[config.mk]
export PLATFORM = sky130hd
export DESIGN_NAME = bus_countdown_timer
export DESIGN_NICKNAME = d
export VERILOG_FILES = /design/src/hdl/btmr_pkg.sv /design/src/hdl/btmr_core.sv /design/src/hdl/bus_countdown_timer.sv
export SDC_FILE = /design/constraint.sdc
export NUM_CORES = 1
export LEC_CHECK = 0
export BUFFER_PORTS_ARGS = -buffer_cell sky130_fd_sc_hd__buf_2
export CAP_MARGIN = 0
export CORE_ASPECT_RATIO = 1.75
export CORE_UTILIZATION = 35
export CTS_CLUSTER_SIZE = 24
export DETAILED_ROUTE_END_ITERATION = 6
export HOLD_SLACK_MARGIN = 0.03
export PLACE_DENSITY = 0.57
export RECOVER_POWER = 100
export SLEW_MARGIN = 20
export SYNTH_ARGS = -nofsm -noshare
export SYNTH_HDL_FRONTEND = slang
export SYNTH_SLANG_ARGS = --single-unit
[constraint.sdc]
create_clock -name clk -period 6.2 [get_ports clk]
set_input_delay 0.31 -clock clk [delete_from_list [all_inputs] [get_ports clk]]
set_output_delay 0.31 -clock clk [all_outputs]
set_load 0.02 [all_outputs]
[src/hdl/btmr_pkg.sv]
// shared types, register offsets and bit positions of the bus countdown timer
package btmr_pkg;

  // register byte offsets on the bus
  localparam logic [3:0] ADDR_STATUS   = 4'h0;
  localparam logic [3:0] ADDR_CONTROL  = 4'h4;
  localparam logic [3:0] ADDR_PERIOD   = 4'h8;
  localparam logic [3:0] ADDR_SNAPSHOT = 4'hc;

  // write masks
  localparam logic [15:0] STATUS_WMASK  = 16'hfffd;
  localparam logic [15:0] CONTROL_WMASK = 16'hffff;

  // bit positions
  localparam int RUN_BIT      = 1;
  localparam int IEN_BIT      = 0;
  localparam int PERIODIC_BIT = 1;
  localparam int START_BIT    = 2;
  localparam int STOP_BIT     = 3;

  // stream widths
  localparam int IN_TDATA_W  = 40;
  localparam int OUT_TDATA_W = 40;

  // one request, last field in the lowest bit
  typedef struct packed {
    logic [31:0] write_data;
    logic [3:0]  address;
    logic        write_enable;
    logic        bus_valid;
    logic        sync_reset;
  } item_t;

  // one result, last field in the lowest bit
  typedef struct packed {
    logic        interrupt;
    logic [31:0] read_data;
    logic        ack;
  } result_t;

endpackage

[src/hdl/btmr_core.sv]
// timer registers, bus write/read decode and the interrupt check for one request
module btmr_core (
  input  logic             clk,
  input  logic             rst_n,
  input  logic             step,
  input  btmr_pkg::item_t  item,
  output btmr_pkg::result_t res
);
  import btmr_pkg::*;

  logic [15:0] status_r, status_nxt;
  logic [15:0] control_r, control_nxt;
  logic [15:0] period_r, period_nxt;
  logic [31:0] count_r, count_nxt;

  logic [15:0] st_w, ctl_w, per_w;
  logic [31:0] cnt_w;
  logic        irq;
  logic        do_write;

  // decrement, then a reset request or the bus write, then the interrupt check
  always_comb begin
    st_w     = status_r;
    ctl_w    = control_r;
    per_w    = period_r;
    cnt_w    = status_r[RUN_BIT] ? count_r - 32'd1 : count_r;
    do_write = item.bus_valid & item.write_enable;
    if (item.sync_reset) begin
      st_w  = '0;
      ctl_w = '0;
      per_w = '0;
      cnt_w = '0;
    end else if (do_write) begin
      case (item.address)
        ADDR_STATUS: begin
          st_w = (status_r & ~STATUS_WMASK) | (item.write_data[15:0] & STATUS_WMASK);
        end
        ADDR_CONTROL: begin
          ctl_w = (control_r & ~CONTROL_WMASK) | (item.write_data[15:0] & CONTROL_WMASK);
          // start wins over stop
          if (item.write_data[START_BIT]) begin
            st_w[RUN_BIT] = 1'b1;
          end else if (item.write_data[STOP_BIT]) begin
            st_w[RUN_BIT] = 1'b0;
          end
        end
        ADDR_PERIOD: begin
          per_w = item.write_data[15:0];
          cnt_w = {16'h0, item.write_data[15:0]};
        end
        default: begin
        end
      endcase
    end

    irq         = ctl_w[IEN_BIT] & st_w[RUN_BIT] & (cnt_w == 32'd0);
    status_nxt  = st_w;
    control_nxt = ctl_w;
    period_nxt  = per_w;
    count_nxt   = cnt_w;
    // reload, and stop in one-shot mode
    if (irq) begin
      count_nxt = {16'h0, per_w};
      if (!ctl_w[PERIODIC_BIT]) begin
        status_nxt[RUN_BIT] = 1'b0;
      end
    end
  end

  // read answer from the updated registers
  always_comb begin
    res.ack       = item.bus_valid & ~item.write_enable;
    res.interrupt = irq;
    res.read_data = '0;
    if (res.ack) begin
      case (item.address)
        ADDR_STATUS:   res.read_data = {16'h0, status_nxt};
        ADDR_CONTROL:  res.read_data = {16'h0, control_nxt};
        ADDR_PERIOD:   res.read_data = {16'h0, period_nxt};
        ADDR_SNAPSHOT: res.read_data = count_nxt;
        default:       res.read_data = '0;
      endcase
    end
  end

  // state registers, updated once per consumed request
  always_ff @(posedge clk) begin
    if (!rst_n) begin
      status_r  <= '0;
      control_r <= '0;
      period_r  <= '0;
      count_r   <= '0;
    end else if (step) begin
      status_r  <= status_nxt;
      control_r <= control_nxt;
      period_r  <= period_nxt;
      count_r   <= count_nxt;
    end
  end

  // an interrupt reloads the count from the period
  a_irq_reload: assert property (@(posedge clk) disable iff (!rst_n)
    step && res.interrupt |=> count_r == {16'h0, period_r})
    else $error("count not reloaded after interrupt");

  // a one-shot interrupt stops the timer
  a_oneshot_stop: assert property (@(posedge clk) disable iff (!rst_n)
    step && res.interrupt && !control_nxt[PERIODIC_BIT] |=> !status_r[RUN_BIT])
    else $error("one-shot interrupt left the timer running");

  // a reset request clears every register
  a_sync_clear: assert property (@(posedge clk) disable iff (!rst_n)
    step && item.sync_reset |=> status_r == '0 && control_r == '0 &&
                                 period_r == '0 && count_r == '0)
    else $error("reset request left state behind");

  // no request, no change
  a_hold: assert property (@(posedge clk) disable iff (!rst_n)
    !step |=> $stable(count_r) && $stable(status_r))
    else $error("state changed without a request");

endmodule

[src/hdl/bus_countdown_timer.sv]
// Bus countdown timer: each request on the input stream is one timer tick with an
// optional register access (status, control, period, count snapshot).
// Input stream in_*: one request per accepted beat; tdata fields from bit 0 up are
// sync_reset, bus_valid, write_enable, address[3:0], write_data[31:0].
// Output stream out_*: exactly one result per request, in order; tdata fields from
// bit 0 up are ack, read_data[31:0], interrupt.
// A request accepted into the input register is processed when it moves on into the
// result register, which raises out_tvalid; a stall on out_tready can hold it in
// the input register before that.
// Throughput: one request per cycle unless out_tready stalls; the timer state update
// is a single pass of logic between the input register and the result register.
// A stall on out_tready holds the result register and the request waiting in the
// input register; the timer state only advances when a request is processed, so stalls
// never lose or repeat a tick. in_tready falls once both registers are full and stalled.
// rst_n clears the timer registers and empties both stages.
module bus_countdown_timer (
  input  logic                             clk,
  input  logic                             rst_n,
  input  logic                             in_tvalid,
  output logic                             in_tready,
  // sync_reset, bus_valid, write_enable, address[3:0], write_data[31:0], zero pad
  input  logic [btmr_pkg::IN_TDATA_W-1:0]  in_tdata,
  output logic                             out_tvalid,
  input  logic                             out_tready,
  // ack, read_data[31:0], interrupt, zero pad
  output logic [btmr_pkg::OUT_TDATA_W-1:0] out_tdata
);
  import btmr_pkg::*;

  logic    in_valid_r, in_valid_nxt;
  item_t   item_r;
  logic    out_valid_r, out_valid_nxt;
  result_t res_r;
  result_t res;
  logic    step;
  logic    in_take;

  // request moves into the result register when there is room
  assign step      = in_valid_r & (~out_valid_r | out_tready);
  assign in_tready = ~in_valid_r | step;
  assign in_take   = in_tvalid & in_tready;

  always_comb begin
    in_valid_nxt  = in_take | (in_valid_r & ~step);
    out_valid_nxt = step | (out_valid_r & ~out_tready);
  end

  // input register
  always_ff @(posedge clk) begin
    if (!rst_n) begin
      in_valid_r <= 1'b0;
    end else begin
      in_valid_r <= in_valid_nxt;
    end
  end

  always_ff @(posedge clk) begin
    if (in_take) begin
      item_r <= in_tdata[$bits(item_t)-1:0];
    end
  end

  btmr_core u_core (
    .clk   (clk),
    .rst_n (rst_n),
    .step  (step),
    .item  (item_r),
    .res   (res)
  );

  // result register
  always_ff @(posedge clk) begin
    if (!rst_n) begin
      out_valid_r <= 1'b0;
    end else begin
      out_valid_r <= out_valid_nxt;
    end
  end

  always_ff @(posedge clk) begin
    if (step) begin
      res_r <= res;
    end
  end

  assign out_tvalid = out_valid_r;
  assign out_tdata  = {{(OUT_TDATA_W - $bits(result_t)){1'b0}}, res_r};

endmodule

Yosys cells after proc, flatten, opt, wreduce, memory -nomap -nowiden
Cells that the tools add are included.
{ "word_totals": {"reg_bits": 139, "latch_bits": 0, "ram_bits": 0, "mem_bits_ro": 0, "in_bits": 44, "output_inout_bits": 42, "wordCells": 59, "memories": 0} }
{ "classes": {"add_sub_neg": 1, "mul": 0, "div": 0, "magnitude_cmp": 0, "eq_ne": 3, "n_shift": 0, "mux": 21, "bitwise_logic": 18, "reduce_logical": 2} }
{ "ops": {"columns": ["op", "count"], "rows": [
  ["$mux 32", 5],
  ["$mux 16", 8],
  ["$pmux 32 s4", 1],
  ["$logic_not 32->1", 1],
  ["$sub 32x1->32 const B", 1],
  ["$or 2x16->16", 1],
  ["$mux 14", 1],
  ["$and 1x1->1", 8],
  ["$eq 4x4->1 const B", 2],
  ["$mux 1", 5],
  ["$not 1->1", 5],
  ["$eq 4x3->1 const B", 1],
  ["$logic_not 4->1", 1],
  ["$or 1x1->1", 4],
  ["$pmux 1 s2", 1]
]} }

Depth between registers and ports, before layout
{ "logic_depth": {"ltp_word": 9, "ltp_mapped": 13, "depth_no_buf": 10} }

By module
From an unflattened synthesis, not the netlist that was laid out.
{ "unflattened": {"hier_cells": 836, "area_unflattened_um2": 7936.4} }
{ "modules_own_cells": {"columns": ["module", "n_inst", "cells_each", "area_each_um2"], "rows": [
  ["btmr_core", 1, 747, 5591.6],
  ["bus_countdown_timer", 1, 89, 2344.7]
]} }

Least setup slack after synthesis
OpenSTA, ideal clock, no wires.
{ "synth_path": {"kind": "register to register", "from": "reg u_core.count_r[21]", "to": "reg res_r, in the netlist out_tdata[13] (data pin)", "arrival_ps": 3087, "required_ps": 6053, "path_slack_ps": 2966, "stages_incl_launch_ff": 11, "n_path_buf": 2, "period_less_slack_ps": 3234, "cell_sequence": "dfxtp_1 clkbuf_1 or4_1 or4_1 nor4_1 xnor2_1 nand4_1 a211oi_4 buf_4 nand4_1 a21oi_1"} }
{ "synth_between": {"elab_chain_cells": 9} }
{ "synth_lines": {"columns": ["element", "line_no", "text"], "rows": [
  ["start: declaration", "btmr_core.sv:14", "logic [31:0] count_r, count_nxt;"],
  ["start signal: assignment", "btmr_core.sv:97", "count_r <= count_nxt;"],
  ["$sub 32x1->32", "btmr_core.sv:26", "cnt_w = status_r[RUN_BIT] ? count_r - 32'd1 : count_r;"],
  ["$mux 32 *", "btmr_core.sv:26", null],
  ["$mux 32", "btmr_core.sv:34", "case (item.address)"],
  ["$mux 32 *", "btmr_core.sv:33", "end else if (do_write) begin"],
  ["$mux 32 *", "btmr_core.sv:28", "if (item.sync_reset) begin"],
  ["$logic_not 32->1 *", "btmr_core.sv:56", "irq = ctl_w[IEN_BIT] & st_w[RUN_BIT] & (cnt_w == 32'd0);"],
  ["$and 1x1->1 *", "btmr_core.sv:56", null],
  ["$mux 32 *", "btmr_core.sv:62", "if (irq) begin"],
  ["$pmux 32 s4 *", "btmr_core.sv:76", "case (item.address)"],
  ["end signal: assignment", "bus_countdown_timer.sv:82", "res_r <= res;"],
  ["end: declaration", "bus_countdown_timer.sv:33", "result_t res_r;"]
]} }
Every way passes the cells marked *; elsewhere a longest branch is shown, timed or not.
A chain may end at the register's enable or synchronous reset.

Worst setup path in the final report
{ "layout_path": {"from": "reg item_r[6] (netlist name)", "to": "reg res_r, in the netlist out_tdata[1] (data pin)"} }
{ "layout_between": {"elab_chain_cells": 8, "elab_cells_between_ends": 22, "classes_between": "eq/ne (3); mux (15); bitwise (2); reduce/logical (2)"} }
{ "layout_lines": {"columns": ["element", "line_no", "text"], "rows": [
  ["start: declaration", "bus_countdown_timer.sv:31", "item_t item_r;"],
  ["start signal: assignment", "bus_countdown_timer.sv:59", "item_r <= in_tdata[$bits(item_t)-1:0];"],
  ["$eq 4x4->1, or another cell as far along", "btmr_core.sv:34, btmr_core.sv:76", null],
  ["$mux 32, or another cell as far along", "btmr_core.sv:34", null],
  ["$mux 32 / $mux 16 (equally long branches)", "btmr_core.sv:33", null],
  ["$mux 32 / $mux 16 (equally long branches)", "btmr_core.sv:28", null],
  ["$logic_not 32->1 / $and 1x1->1 (equally long branches)", "btmr_core.sv:56", null],
  ["$and 1x1->1", "btmr_core.sv:56", null],
  ["$mux 32", "btmr_core.sv:62", null],
  ["$pmux 32 s4 *", "btmr_core.sv:76", null]
]} }
Marks and branches as above.

==> run_results.csv <==
group,metric,value,unit
detailed_routing,remaining_drc_errors,0,
hold_path,hold_depth,1,
hold_path,hold_start,"in_tdata[16]",
sta,drv_slew,136,
sta,setup-tns-final,0,ps
global_route,grtUsageTotal,23.2,%
cts,cts_setup_buffers,0,
finish,antennaDiodeCount,0,
yosys,syn_area_per_cell,8.48,um^2
yosys,synthMuxAreaShare,2.25,%
finish,nFillCells,2335,
detailed_routing,via_count,7416,
yosys,yosys.area_share.simple,27.4,%
yosys,yosys_most_used_dff,"dfxtp_1",
cts,cts_root_buf,"clkbuf_16",
die,die_y,202,um
yosys,synthCells,946,
sta,skew,6.78,ps
status,status,"finished, violations left",
setup_path,rrSetupSlack,1180,ps
cts,cts_buffers,17,
yosys,yosys.area.top_type,"edfxtp_1",
sta,hold_viol_final,0,
global_route,grt_pass1_wl,40300,um
finish,final_cell_mix,"nand2_1 (134), dfxtp_1 (82), a21oi_1 (81)",
detailed_routing,post_drt_wl_per_cell,20.1,um
setup_path,max_stage_delay,840,ps
placement,placed_cells,1248,
yosys,synth_top_area_share,21.3,%
yosys,synth_top_family_by_area,"simple AND/OR/NAND/NOR gates",
setup_path,r2r_cells,10,
sta,rsz0062_at_grt,"false",
die,die_w,116,um
detailed_routing,viasPerCell,5.75,
power,power_density,246,mW/mm^2
cts,cts_num_sinks,139,
global_route,grt_max_degree,84,
finish,finalNonFillerCells,1290,
finish,final-seq-area,0.00335,mm^2
sta,period_share,80.9,%
setup_path,cp-end-kind,"register",
yosys,synth_compound_area_share,21.7,%
power,leakage,0.00279,uW
hold_path,hold_class,"input port to register",
yosys,synthXorXnorAreaFrac,1.75,%
flow_run,cap_viol_max_count,2,
placement,port_buffers,62,
cts,cts_htree_levels,4,
cts,clk_path_buf_depth,2,
die,num_rows,72,
setup_path,r2r-end,"out_tdata[1]$_SDFFCE_PN0P_",
detailed_routing,drt_iter0_markers,482,
die,pin_count,86,
sta,fin_hold_ws,46.4,ps
yosys,ys_ff_latch,139,
status,violations,"capacitance limit, slew limit",
yosys,yosysUniqueCellTypes,79,
yosys,syn-cell-area,0.00802,mm^2
setup_path,crit_arrival,5150,ps
cts,clk_pin_slew,60,ps
yosys,seq_area_frac_synth,41.8,%
finish,multi_input_area,0.00428,mm^2
yosys,synth_fa_ha_area_share,0.156,%
finish,area.growth.synth_to_final,13.4,%
finish,final_common_cell,"nand2_1",
sta,max_slew.worst_pin.slew,3440,ps
setup_path,crit_required,6340,ps
die,design.core.area,0.0223,mm^2
setup_path,rr_startpoint,"item_r[6]$_DFFE_PP_",
setup_path,slowest_stage,"clkbuf_1",
placement,place_hpwl,18200,um
power,p_total,2240,uW
detailed_routing,ant_nets,0,
yosys,synth_area_leaders,"edfxtp_1 (21%), dfxtp_1 (20%), nand2_1 (6.3%), a21oi_1 (4.9%), o21ai_0 (3.7%)",
power,peakVddDrop,0.000160,V
finish,drive_above_1_share,9.66,%
global_route,antenna_found_initial,0,
die,die-area,0.0236,mm^2
global_route,grt_pass1_vias,7100,
hold_path,min_to,"item_r[16]$_DFFE_PP_",
global_route,gr-total-overflow,0,
setup_path,worstSetupPathType,"register to register",
sta,fin_crit,5020,ps
setup_path,start_kind,"register",
setup_path,cp_max_fo,22,
detailed_routing,finalWirelength,25900,um
finish,fin_nets,1026,
cts,insertion_delay,440,ps
yosys,synth_edf_count,57,
sta,slew_headroom,-129,%
finish,final_core_util,40.9,%
die,initial_core_util,36.0,%
setup_path,path_cells,"nor4b_1 -> clkbuf_1 -> nand2_1 -> clkbuf_1 -> nand2_1 -> a31oi_1 -> a211oi_4 -> buf_4 -> a21oi_1 -> o22ai_1",
sta,finalSetupViolCount,0,
placement,gp_congestion,0.945,
sta,max_freq,199,MHz
yosys,ys_warn_count,0,
detailed_routing,dr.pass1.iters,5,
yosys,synthArstFlopShare,0,%
cts,cts_tree,"built",
## registers in the layout, summed over array words and instances (netlist names)
| register | count |
|---|---|
| out_tdata | 34 |
| u_core.count_r | 32 |
| item_r | 23 |
| u_core.control_r | 16 |
| u_core.period_r | 16 |
| u_core.status_r | 16 |
| in_valid_r | 1 |
| out_tvalid | 1 |
## critical path, delay by kind of cell (launching register included)
kind / cells / cell delay [ps]
AOI/OAI and AO/OA: 4 / 1470
buffers and inverters: 3 / 1420
DFF: 1 / 730
and+or+nand+nor: 3 / 1060
## Yosys cell counts, types with 5 or more instances
cell        n
a21oi_1    79
a211oi_1   12
inv_1       9
edfxtp_1   57
and2_1      7
xnor2_1     9
and3_1      8
xor2_1      7
or3_1       8
buf_1       7
nand4_1    10
buf_2       7
o21ai_0    60
or4_1       9
nor4_1     16
mux2i_1    18
buf_4       8
o21ai_1     6
nor2b_1    39
nor2_1     67
a31oi_1    10
o21a_1      5
dfxtp_1    82
nor3_1     27
clkbuf_1   51
nand3_1    38
nand3b_1    7
nand2b_1    5
nand2_1   134
o22ai_1    11
a22oi_1    12
a21boi_0   32
## metal layers
layer / routed length, um / vias up / global-route usage (%)
met5: 0 / - / 0
met4: 2220 / 0 / 20.7
met3: 1050 / 92 / 4.38
met2: 13000 / 254 / 38.3
met1: 9640 / 3533 / 24.5
li1: - / 3537 / -
## cells by family (layout without fill, tap and decap cells)
group	after synthesis	count (layout)
xor gates and xnor gates	16	16
and+or+nand+nor	411	411
other	1	6
DFF	139	139
AOI/OAI and AO/OA	273	273
adders and majority gates	1	1
muxes	18	18
buffers and inverters	87	130
## area by class of cell
cell class,instances,area share [%]
clock inverters,10,0.991
multi-input cells,725,47.1
inverters,10,0.427
repair buffers,88,5.13
clock buffers,22,5.45
flip-flops and latches,139,36.9
well taps,296,4.07
## repair_timing
| action | CTS | global route |
|---|---|---|
| hold buffers | 10 | 0 |
| hold endpoints to repair | 10 | 0 |
| gates resized for setup | 0 | 0 |
## report_power, final
part	total, uW	internal [uW]	switching, uW
clock	1010	605	408
combinational	214	64.4	149
sequential	1010	978	36.2
total	2240	1650	594
## worst max-delay path by stage
stage | from | endpoint | slack (ps) | cells after the start
CTS | item_r[6]$_DFFE_PP_ | out_tdata[9]$_SDFFCE_PN0P_ | 1920 | 8
global route | item_r[6]$_DFFE_PP_ | out_tdata[7]$_SDFFCE_PN0P_ | 970 | 10
detailed placement | u_core.count_r[0]$_SDFFE_PN0P_ | out_tdata[9]$_SDFFCE_PN0P_ | 1940 | 10
global placement | u_core.count_r[0]$_SDFFE_PN0P_ | out_tdata[2]$_SDFFCE_PN0P_ | 1970 | 10
finish | item_r[6]$_DFFE_PP_ | out_tdata[1]$_SDFFCE_PN0P_ | 1180 | 10
floorplan | u_core.count_r[21]$_SDFFE_PN0P_ | out_tdata[13]$_SDFFCE_PN0P_ | 2970 | 10
## metrics by stage
step	cell area, um^2	setup WS [ps]
global placement	8490	1970
detailed placement	8490	1940
finish	9090	1180
CTS	9180	1920
floorplan	8040	2970
global route	9090	966
Power figures use the tool's default switching activity.
